--- src/design/ffba_pkg.sv ---
`timescale 1ns / 1ps
// ============================================================================
// ffba_pkg
// Shared types and constants for the first-fit block allocator: table entry
// layout, status codes and the result bundle.
// ============================================================================
package ffba_pkg;

    localparam int          DEPTH_DEFAULT = 64;
    localparam int          PID_W         = 16;
    localparam int          LEN_W         = 24;
    localparam int          ENTRY_W       = 1 + PID_W + LEN_W;
    localparam int          SKIP_W        = 16;
    localparam int          IDX_OUT_W     = 6;
    localparam logic [23:0] MEM_SIZE_RST  = 24'd1048576;

    typedef enum logic [2:0] {
        ST_HOLE     = 3'd0,
        ST_APPEND   = 3'd1,
        ST_SKIP     = 3'd2,
        ST_FREED    = 3'd3,
        ST_NOTFOUND = 3'd4,
        ST_FULL     = 3'd5
    } t_status;

    // One table entry: free flag, owning pid, block length.
    typedef struct packed {
        logic             free;
        logic [PID_W-1:0] pid;
        logic [LEN_W-1:0] len;
    } t_entry;

    typedef struct packed {
        t_status              status;
        logic [IDX_OUT_W-1:0] index;
        logic [LEN_W-1:0]     extent;
        logic [SKIP_W-1:0]    skipped;
    } t_result;

endpackage

--- src/design/ffba_ram.sv ---
`timescale 1ns / 1ps
// ============================================================================
// ffba_ram
// Block table storage: one write port, one read port, registered read data.
// ============================================================================
module ffba_ram
    import ffba_pkg::*;
#(
    parameter int DEPTH = DEPTH_DEFAULT,
    parameter int AW    = $clog2(DEPTH)
) (
    input  logic          i_clk,
    input  logic          i_we,
    input  logic [AW-1:0] i_waddr,
    input  t_entry        i_wdata,
    input  logic [AW-1:0] i_raddr,
    output t_entry        o_rdata
);

    t_entry r_mem [DEPTH];
    t_entry r_rdata;

    always_ff @(posedge i_clk) begin
        if (i_we) begin
            r_mem[i_waddr] <= i_wdata;
        end
        r_rdata <= r_mem[i_raddr];
    end

    assign o_rdata = r_rdata;

endmodule

--- src/design/ffba_ctrl.sv ---
`timescale 1ns / 1ps
// ============================================================================
// ffba_ctrl
// Sequencer: scans the table one entry at a time (read, then compare), shifts
// entries up to open a slot, and keeps block count, extent and skip count.
// ============================================================================
module ffba_ctrl
    import ffba_pkg::*;
#(
    parameter int DEPTH = DEPTH_DEFAULT,
    parameter int AW    = $clog2(DEPTH)
) (
    input  logic             i_clk,
    input  logic             i_rst_n,
    input  logic             i_start,
    input  logic             i_command,
    input  logic [PID_W-1:0] i_pid,
    input  logic [LEN_W-1:0] i_size,
    input  logic [LEN_W-1:0] i_capacity,
    output logic             o_busy,
    output logic             o_valid,
    output t_result          o_result,
    output logic             o_mem_we,
    output logic [AW-1:0]    o_mem_waddr,
    output t_entry           o_mem_wdata,
    output logic [AW-1:0]    o_mem_raddr,
    input  t_entry           i_mem_rdata
);

    typedef enum logic [2:0] {
        S_IDLE,
        S_RD,
        S_CHK,
        S_SH_RD,
        S_SH_WR,
        S_WR_HOLE,
        S_WR_NEW,
        S_APPEND
    } t_state;

    localparam logic [AW:0] DEPTH_C = (AW+1)'(DEPTH);

    t_state           r_state,   n_state;
    logic             r_cmd,     n_cmd;
    logic [PID_W-1:0] r_pid,     n_pid;
    logic [LEN_W-1:0] r_size,    n_size;
    logic [AW:0]      r_count,   n_count;
    logic [AW:0]      r_idx,     n_idx;
    logic [AW-1:0]    r_hit,     n_hit;
    t_entry           r_hole,    n_hole;
    logic [LEN_W-1:0] r_extent,  n_extent;
    logic [SKIP_W-1:0] r_skip,   n_skip;
    logic             r_any_hole, n_any_hole;
    logic             r_valid,   n_valid;
    t_result          r_res,     n_res;

    logic             full;
    logic [AW:0]      idx_p1;
    logic [AW:0]      idx_m1;
    logic [AW:0]      hit_p1;
    logic [LEN_W:0]   sum;
    logic             hit_free;
    logic             hit_alloc;

    function automatic logic [IDX_OUT_W-1:0] to_idx(input logic [AW-1:0] v);
        logic [AW+IDX_OUT_W-1:0] w;
        w = {{IDX_OUT_W{1'b0}}, v};
        return w[IDX_OUT_W-1:0];
    endfunction

    assign full      = (r_count >= DEPTH_C);
    assign idx_p1    = r_idx + 1'b1;
    assign idx_m1    = r_idx - 1'b1;
    assign hit_p1    = {1'b0, r_hit} + 1'b1;
    assign sum       = {1'b0, r_extent} + {1'b0, r_size};
    assign hit_free  = r_cmd && !i_mem_rdata.free && (i_mem_rdata.pid == r_pid);
    assign hit_alloc = !r_cmd && i_mem_rdata.free && (r_size <= i_mem_rdata.len);

    always_comb begin
        n_state    = r_state;
        n_cmd      = r_cmd;
        n_pid      = r_pid;
        n_size     = r_size;
        n_count    = r_count;
        n_idx      = r_idx;
        n_hit      = r_hit;
        n_hole     = r_hole;
        n_extent   = r_extent;
        n_skip     = r_skip;
        n_any_hole = r_any_hole;
        n_valid    = 1'b0;
        n_res      = r_res;

        o_mem_we    = 1'b0;
        o_mem_waddr = r_idx[AW-1:0];
        o_mem_wdata = i_mem_rdata;
        o_mem_raddr = r_idx[AW-1:0];

        case (r_state)
            S_IDLE: begin
                if (i_start) begin
                    n_cmd  = i_command;
                    n_pid  = i_pid;
                    n_size = i_size;
                    n_idx  = '0;
                    if ((i_command || r_any_hole) && (r_count != '0)) begin
                        n_state = S_RD;
                    end else if (i_command) begin
                        n_valid      = 1'b1;
                        n_res.status = ST_NOTFOUND;
                        n_res.index  = '0;
                    end else begin
                        n_state = S_APPEND;
                    end
                end
            end
            S_RD: begin
                n_state = S_CHK;
            end
            S_CHK: begin
                if (hit_free) begin
                    // Mark the owned block free; length stays.
                    o_mem_we          = 1'b1;
                    o_mem_wdata.free  = 1'b1;
                    n_any_hole        = 1'b1;
                    n_valid           = 1'b1;
                    n_res.status      = ST_FREED;
                    n_res.index       = to_idx(r_idx[AW-1:0]);
                    n_state           = S_IDLE;
                end else if (hit_alloc) begin
                    if (full) begin
                        n_valid      = 1'b1;
                        n_res.status = ST_FULL;
                        n_res.index  = '0;
                        n_state      = S_IDLE;
                    end else begin
                        n_hole = i_mem_rdata;
                        n_hit  = r_idx[AW-1:0];
                        if (r_count > idx_p1) begin
                            n_idx   = r_count;
                            n_state = S_SH_RD;
                        end else begin
                            n_state = S_WR_HOLE;
                        end
                    end
                end else if (idx_p1 == r_count) begin
                    if (r_cmd) begin
                        n_valid      = 1'b1;
                        n_res.status = ST_NOTFOUND;
                        n_res.index  = '0;
                        n_state      = S_IDLE;
                    end else begin
                        n_state = S_APPEND;
                    end
                end else begin
                    n_idx   = idx_p1;
                    n_state = S_RD;
                end
            end
            S_SH_RD: begin
                o_mem_raddr = idx_m1[AW-1:0];
                n_state     = S_SH_WR;
            end
            S_SH_WR: begin
                // Move entry j-1 up to j.
                o_mem_we    = 1'b1;
                o_mem_waddr = r_idx[AW-1:0];
                o_mem_wdata = i_mem_rdata;
                n_idx       = idx_m1;
                n_state     = (idx_m1 > hit_p1) ? S_SH_RD : S_WR_HOLE;
            end
            S_WR_HOLE: begin
                o_mem_we         = 1'b1;
                o_mem_waddr      = hit_p1[AW-1:0];
                o_mem_wdata      = r_hole;
                o_mem_wdata.len  = r_hole.len - r_size;
                n_state          = S_WR_NEW;
            end
            S_WR_NEW: begin
                o_mem_we         = 1'b1;
                o_mem_waddr      = r_hit;
                o_mem_wdata.free = 1'b0;
                o_mem_wdata.pid  = r_pid;
                o_mem_wdata.len  = r_size;
                n_count          = r_count + 1'b1;
                n_valid          = 1'b1;
                n_res.status     = ST_HOLE;
                n_res.index      = to_idx(r_hit);
                n_state          = S_IDLE;
            end
            S_APPEND: begin
                n_valid = 1'b1;
                n_state = S_IDLE;
                if (sum <= {1'b0, i_capacity}) begin
                    if (full) begin
                        n_res.status = ST_FULL;
                        n_res.index  = '0;
                    end else begin
                        o_mem_we         = 1'b1;
                        o_mem_waddr      = r_count[AW-1:0];
                        o_mem_wdata.free = 1'b0;
                        o_mem_wdata.pid  = r_pid;
                        o_mem_wdata.len  = r_size;
                        n_count          = r_count + 1'b1;
                        n_extent         = sum[LEN_W-1:0];
                        n_res.status     = ST_APPEND;
                        n_res.index      = to_idx(r_count[AW-1:0]);
                    end
                end else begin
                    if (r_skip != '1) begin
                        n_skip = r_skip + 1'b1;
                    end
                    n_res.status = ST_SKIP;
                    n_res.index  = '0;
                end
            end
            default: begin
                n_state = S_IDLE;
            end
        endcase

        if (n_valid) begin
            n_res.extent  = n_extent;
            n_res.skipped = n_skip;
        end
    end

    always_ff @(posedge i_clk) begin
        if (!i_rst_n) begin
            r_state    <= S_IDLE;
            r_count    <= '0;
            r_extent   <= '0;
            r_skip     <= '0;
            r_any_hole <= 1'b0;
            r_valid    <= 1'b0;
        end else begin
            r_state    <= n_state;
            r_count    <= n_count;
            r_extent   <= n_extent;
            r_skip     <= n_skip;
            r_any_hole <= n_any_hole;
            r_valid    <= n_valid;
        end
        r_cmd  <= n_cmd;
        r_pid  <= n_pid;
        r_size <= n_size;
        r_idx  <= n_idx;
        r_hit  <= n_hit;
        r_hole <= n_hole;
        r_res  <= n_res;
    end

    assign o_busy   = (r_state != S_IDLE);
    assign o_valid  = r_valid;
    assign o_result = r_res;

endmodule

--- src/design/first_fit_block_allocator_top.sv ---
`timescale 1ns / 1ps
// ============================================================================
// first_fit_block_allocator_top
// First-fit allocator over an ordered table of owned and free blocks.
// ============================================================================
// Command channel: drive i_command, i_pid and i_request_size with start high;
//   the command transfers at the rising edge where start is high and busy is
//   low. busy stays high until the command has finished.
// Result channel: o_valid pulses for one cycle with o_status, o_block_index,
//   o_used_extent and o_skipped_total. The receiver cannot stall; sample it in
//   that cycle or lose it. Configuration: i_cfg_we writes i_cfg_wdata into
//   the capacity register at the clock edge; write it only while busy is low.
// Timing: the table sits in a RAM with registered read data, so each scanned
//   entry passes a read state and a compare state, and each entry moved to
//   open a slot a read state and a write state. An insert then writes the
//   split hole and the new block; an allocation that finds no hole goes on
//   to the append step. The result strobes in the first cycle with busy low.
//   An append without a scan goes straight to the append step, and a free on
//   an empty table answers without busy.
// Reset: i_rst_n (synchronous, active low) empties the table, clears extent
//   and skip count, and sets the capacity to 1048576. No clearing pass.
// ============================================================================
module first_fit_block_allocator_top
    import ffba_pkg::*;
#(
    parameter int TABLE_DEPTH = DEPTH_DEFAULT
) (
    input  logic              i_clk,
    input  logic              i_rst_n,
    input  logic              start,
    output logic              busy,
    input  logic              i_command,
    input  logic [PID_W-1:0]  i_pid,
    input  logic [LEN_W-1:0]  i_request_size,
    output logic              o_valid,
    output logic [2:0]        o_status,
    output logic [IDX_OUT_W-1:0] o_block_index,
    output logic [LEN_W-1:0]  o_used_extent,
    output logic [SKIP_W-1:0] o_skipped_total,
    input  logic              i_cfg_we,
    input  logic [LEN_W-1:0]  i_cfg_wdata
);

    localparam int AW = $clog2(TABLE_DEPTH);

    logic [LEN_W-1:0] r_capacity;

    t_result       result;
    logic          mem_we;
    logic [AW-1:0] mem_waddr;
    t_entry        mem_wdata;
    logic [AW-1:0] mem_raddr;
    t_entry        mem_rdata;

    // Hold the capacity register; write it whenever enabled.
    always_ff @(posedge i_clk) begin
        if (!i_rst_n) begin
            r_capacity <= MEM_SIZE_RST;
        end else if (i_cfg_we) begin
            r_capacity <= i_cfg_wdata;
        end
    end

    // Sequencer: scan, shift and bookkeeping.
    ffba_ctrl #(
        .DEPTH (TABLE_DEPTH),
        .AW    (AW)
    ) u_ctrl (
        .i_clk         (i_clk),
        .i_rst_n       (i_rst_n),
        .i_start       (start),
        .i_command     (i_command),
        .i_pid         (i_pid),
        .i_size        (i_request_size),
        .i_capacity    (r_capacity),
        .o_busy        (busy),
        .o_valid       (o_valid),
        .o_result      (result),
        .o_mem_we      (mem_we),
        .o_mem_waddr   (mem_waddr),
        .o_mem_wdata   (mem_wdata),
        .o_mem_raddr   (mem_raddr),
        .i_mem_rdata   (mem_rdata)
    );

    // Block table: owner and length of every entry, one word each.
    ffba_ram #(
        .DEPTH (TABLE_DEPTH),
        .AW    (AW)
    ) u_ram (
        .i_clk   (i_clk),
        .i_we    (mem_we),
        .i_waddr (mem_waddr),
        .i_wdata (mem_wdata),
        .i_raddr (mem_raddr),
        .o_rdata (mem_rdata)
    );

    // Unpack the registered result bundle onto the result ports.
    assign o_status        = result.status;
    assign o_block_index   = result.index;
    assign o_used_extent   = result.extent;
    assign o_skipped_total = result.skipped;

endmodule
--- config.mk ---
export PLATFORM = sky130hd
export DESIGN_NAME = first_fit_block_allocator_top
export DESIGN_NICKNAME = d
export VERILOG_FILES = /design/src/design/ffba_pkg.sv /design/src/design/ffba_ram.sv /design/src/design/ffba_ctrl.sv /design/src/design/first_fit_block_allocator_top.sv
export SDC_FILE = /design/constraint.sdc
export NUM_CORES = 2
export LEC_CHECK = 0
export CORE_MARGIN = 3
export CORE_UTILIZATION = 40
export CTS_BUF_LIST = sky130_fd_sc_hd__clkbuf_4 sky130_fd_sc_hd__clkbuf_8
export DETAILED_ROUTE_END_ITERATION = 6
export DONT_BUFFER_PORTS = 1
export PLACE_DENSITY = 0.52
export SKIP_LAST_GASP = 1
export SYNTH_ARGS = -nofsm -noshare
export SYNTH_HDL_FRONTEND = slang
export SYNTH_SLANG_ARGS = --single-unit
--- constraint.sdc ---
create_clock -name i_clk -period 24.8 [get_ports i_clk]
set_input_delay 0 -clock i_clk [delete_from_list [all_inputs] [get_ports i_clk]]
set_output_delay 0 -clock i_clk [all_outputs]
set_load 0.02 [all_outputs]
==> run_results.csv <==
group,metric,value,unit
outcome,status,"completed",
sta,fin_crit_sh,36.26,%
clocking,worstSkewPairLatency,1090,ps
clocking,cts_tree,"done",
layout,synthToLayoutAreaGrowth,14.87,%
floorplanning,core_area,282800,µm²
sta,worst_pin_slew,1289,ps
power,pwr-share-seq,40.0,%
synth,yosys.area.top_type_share,73.02,%
synth,netlist_area,113800,µm²
synth,ys_top_cells_by_count,"edfxtp_1 (2,768), mux4_2 (861), clkbuf_1 (157)",
critical_path,r2r_cells,21,
layout,finalInstanceArea,130800,µm²
sta,max_freq,0.1112,GHz
synth,synthMuxAreaShare,17.36,%
sta,min_period,8992,ps
floorplanning,dieHeight,539.5,µm
sta,rsz0062_at_grt,"no",
synth,synth_area_leaders,"edfxtp_1 (73%), mux4_2 (17%), dfxtp_1 (2.1%)",
synth,synth-xor-area-share,0.7068,%
critical_path,crit_required,25510,ps
clocking,h-tree-depth,5,
floorplanning,die_area,291000,µm²
critical_path,crit_arrival,9700,ps
critical_path,r2r-start,"u_ctrl.r_size[9]",
synth,ys_ff_latch,2885,
synth,synth_flop_cell,"edfxtp_1",
clocking,root_buffer,"clkbuf_8",
critical_path,crit_fanout,23,
critical_path,slowest_delay,1170,ps
synth,synthAdderAreaFrac,1.299,%
power,p_leak,41.92,nW
synth,yosys.area_share.simple,2.127,%
power,p_clk_share,24.1,%
power,comb_power_share,35.9,%
flow_run,maxCapViolations,0,
critical_path,timing.critical_path.mode_cell,"o21ai_0",
global_route,antenna_found_initial,25,
synth,synth_top_family_by_area,"multiplexers",
critical_path,path_cells,"ha_1 > a21oi_1 > o21ai_0 > nor4_1 > o21ai_0 > a2111oi_0 > or2_2 > o21ai_0 > a31o_2 > xor2_1 > ha_1 > nand3_1 > o21ai_0 > nor3_1 > o211a_1 > o21ai_4 > a221oi_2 > buf_4 > nand4_1 > nor2_4 > buf_4",
power,switching_share,34.97,%
synth,yosys.cell_types.count,77,
placed_design,hpwl,182.4,mm
critical_path,start_kind,"flip-flop",
synth,synth_nets,5374,
synth,async_flop_share,0,%
worst_hold_path,holdPathStages,2,
sta,finalHoldViolCount,0,
synth,yosys_warnings,0,
placed_design,placed_area,119700,µm²
synth,synth_sequential_area_ratio,75.08,%
power,power.internal,10.95,mW
floorplanning,start_util,40.25,%
clocking,cts_resized,0,
global_route,grt_usage,21.27,%
floorplanning,fp.dieW,539.5,µm
clocking,clk_pin_slew,60,ps
clocking,clk_path_buf_depth,4,
critical_path,slowest_stage,"nor2_4",
sta,drv_slew,0,
placed_design,gp_congestion,0.8504,
synth,yosys.area.top_type,"edfxtp_1",
sta,final-setup-viol-count,0,
detailed_routing,first_pass_iters,7,
synth,syn_avg_cell_area,21.94,µm²
detailed_routing,wirelength,312.9,mm
layout,nNetsFinal,5947,
power,power.density,128.8,nW/µm²
power,peakVddDrop,0.1327,mV
clocking,cts.sinks,2885,
detailed_routing,wl_per_cell,31.63,µm
sta,fin_skew,63.81,ps
layout,drive_gt1_share,31.35,%
critical_path,r2r-end,"u_ram.r_mem[19][39]",
detailed_routing,drt_iter0_drc,6222,
synth,syn_inst,5188,
global_route,grt-ovfl-total,0,
critical_path,r2r_setup_slack,15810,ps
sta,tns,0,ps
detailed_routing,vias,56328,
power,p_sw,5.888,mW
global_route,grt_max_degree,126,
placed_design,io_buffers,0,
global_route,grt_pass1_vias,57947,
synth,synth_compound_gate_area_share,2.142,%
detailed_routing,post-route-drc-count,0,
synth,synth_edf_count,2768,
detailed_routing,ant_nets,0,
global_route,grt_pass1_wl,443.8,mm
critical_path,critPathKind,"flip-flop to flip-flop",
sta,slew_headroom,14.08,%
detailed_routing,vias_per_cell,5.694,
critical_path,crit_end,"u_ram.r_mem[19][39]",
worst_hold_path,min_path_type,"input pin to flip-flop",
critical_path,setup.worst_path.start,"u_ctrl.r_size[9]",
synth,yosysMostFrequentCell,"edfxtp_1",
floorplanning,num_rows,195,
critical_path,setup.worst_path.end_class,"flip-flop",
floorplanning,io-pin-count,120,
clocking,cts_buffers,461,
[critical path: cells and delay by family, from the launching register on]
family,cells,cell delay [ps]
fa+ha+maj,2,660
flops,1,430
xor+xnor,1,210
simple gates,6,3090
buf+inv,2,860
compound gates,10,3280
[through the flow]
stage | setup WS (ps) | hold WS, ps | power, mW | std cells | utilization [%]
2_1_floorplan | 15780 | 98.87 | 10.39 | 5188 | -
3_3_place_gp | 15930 | 98.93 | 12.92 | 8864 | 42.34
6_report | 15810 | 161.9 | 16.84 | 9892 | 46.24
5_1_grt | 15300 | 81.43 | 17.53 | 9886 | 46.23
3_5_place_dp | 15900 | 98.93 | 12.96 | 8864 | 42.34
4_1_cts | 15830 | 18.65 | 17.06 | 9880 | 46.23
[cells in the final DEF (no fill, tap or decap), types with 79 or more instances in the layout]
cell type	count
clkinv_1	95
edfxtp_1	2768
clkbuf_4	183
a21oi_1	79
inv_1	109
ha_1	115
nand2_1	116
clkbuf_8	485
dlygate4sd3_1	175
buf_4	177
dfxtp_1	116
mux4_2	861
[registers in the layout, indices dropped and copies added (netlist names), 7 cells and up]
name / flops
u_ram.o_rdata: 41
u_ctrl.r_skip: 16
u_ctrl.r_size: 24
r_capacity: 24
u_ctrl.r_idx: 7
u_ctrl.r_extent: 24
u_ctrl.r_count: 7
u_ctrl.o_result: 49
u_ctrl.r_hole: 41
u_ctrl.r_pid: 16
u_ram.r_mem: 2624
[layer usage]
metal	share of wire [%]	GRT usage [%]	vias to the layer above	routed length [µm]
li1	-	-	23137	-
met1	45	31.77	30687	140200
met2	46	32.61	2068	144500
met3	6.3	3.489	436	19840
met4	2.6	5.553	0	8243
met5	0	0	-	0
[how the worst min path moves through the flow]
stage	start	end	slack (ps)
2_1_floorplan	i_command	u_ctrl.r_cmd	100
3_3_place_gp	i_pid[11]	u_ctrl.r_pid[11]	100
3_5_place_dp	i_pid[8]	u_ctrl.r_pid[8]	100
4_1_cts	i_cfg_wdata[20]	r_capacity[20]	20
5_1_grt	i_request_size[21]	u_ctrl.r_size[21]	80
6_report	i_request_size[22]	u_ctrl.r_size[22]	160
[cell type report]
class | count | area, µm²
clock buffer | 668 | 8049
multi-input combinational | 1943 | 27730
antenna | 12 | 30.03
inverter | 111 | 416.7
tap | 3743 | 4683
fill | 23541 | 152000
sequential | 2885 | 85460
timing repair buffer | 359 | 3236
clock inverter | 171 | 1152
[power by group through the flow]
stage | logic (mW) | registers [mW] | clock network, mW
finish | 6.04 | 6.74 | 4.05
global route | 6.38 | 6.76 | 4.38
detailed placement | 6.12 | 6.84 | 0
CTS | 6.16 | 6.74 | 4.17
global placement | 6.09 | 6.83 | 0
floorplan | 3.57 | 6.82 | 0
[cells by family after synthesis]
group	after synthesis
DFF	2885
buffers and inverters	360
muxes	897
AOI/OAI and AO/OA	355
xor gates and xnor gates	91
adders and majority gates	117
and+or+nand+nor	483
[timing repair]
item | 4_1_cts | 5_1_grt
buffers inserted | 0 | 0
hold buffers | 177 | 0
endpoints found under the hold margin | 214 | 0
(Power assumes the default switching activity.)
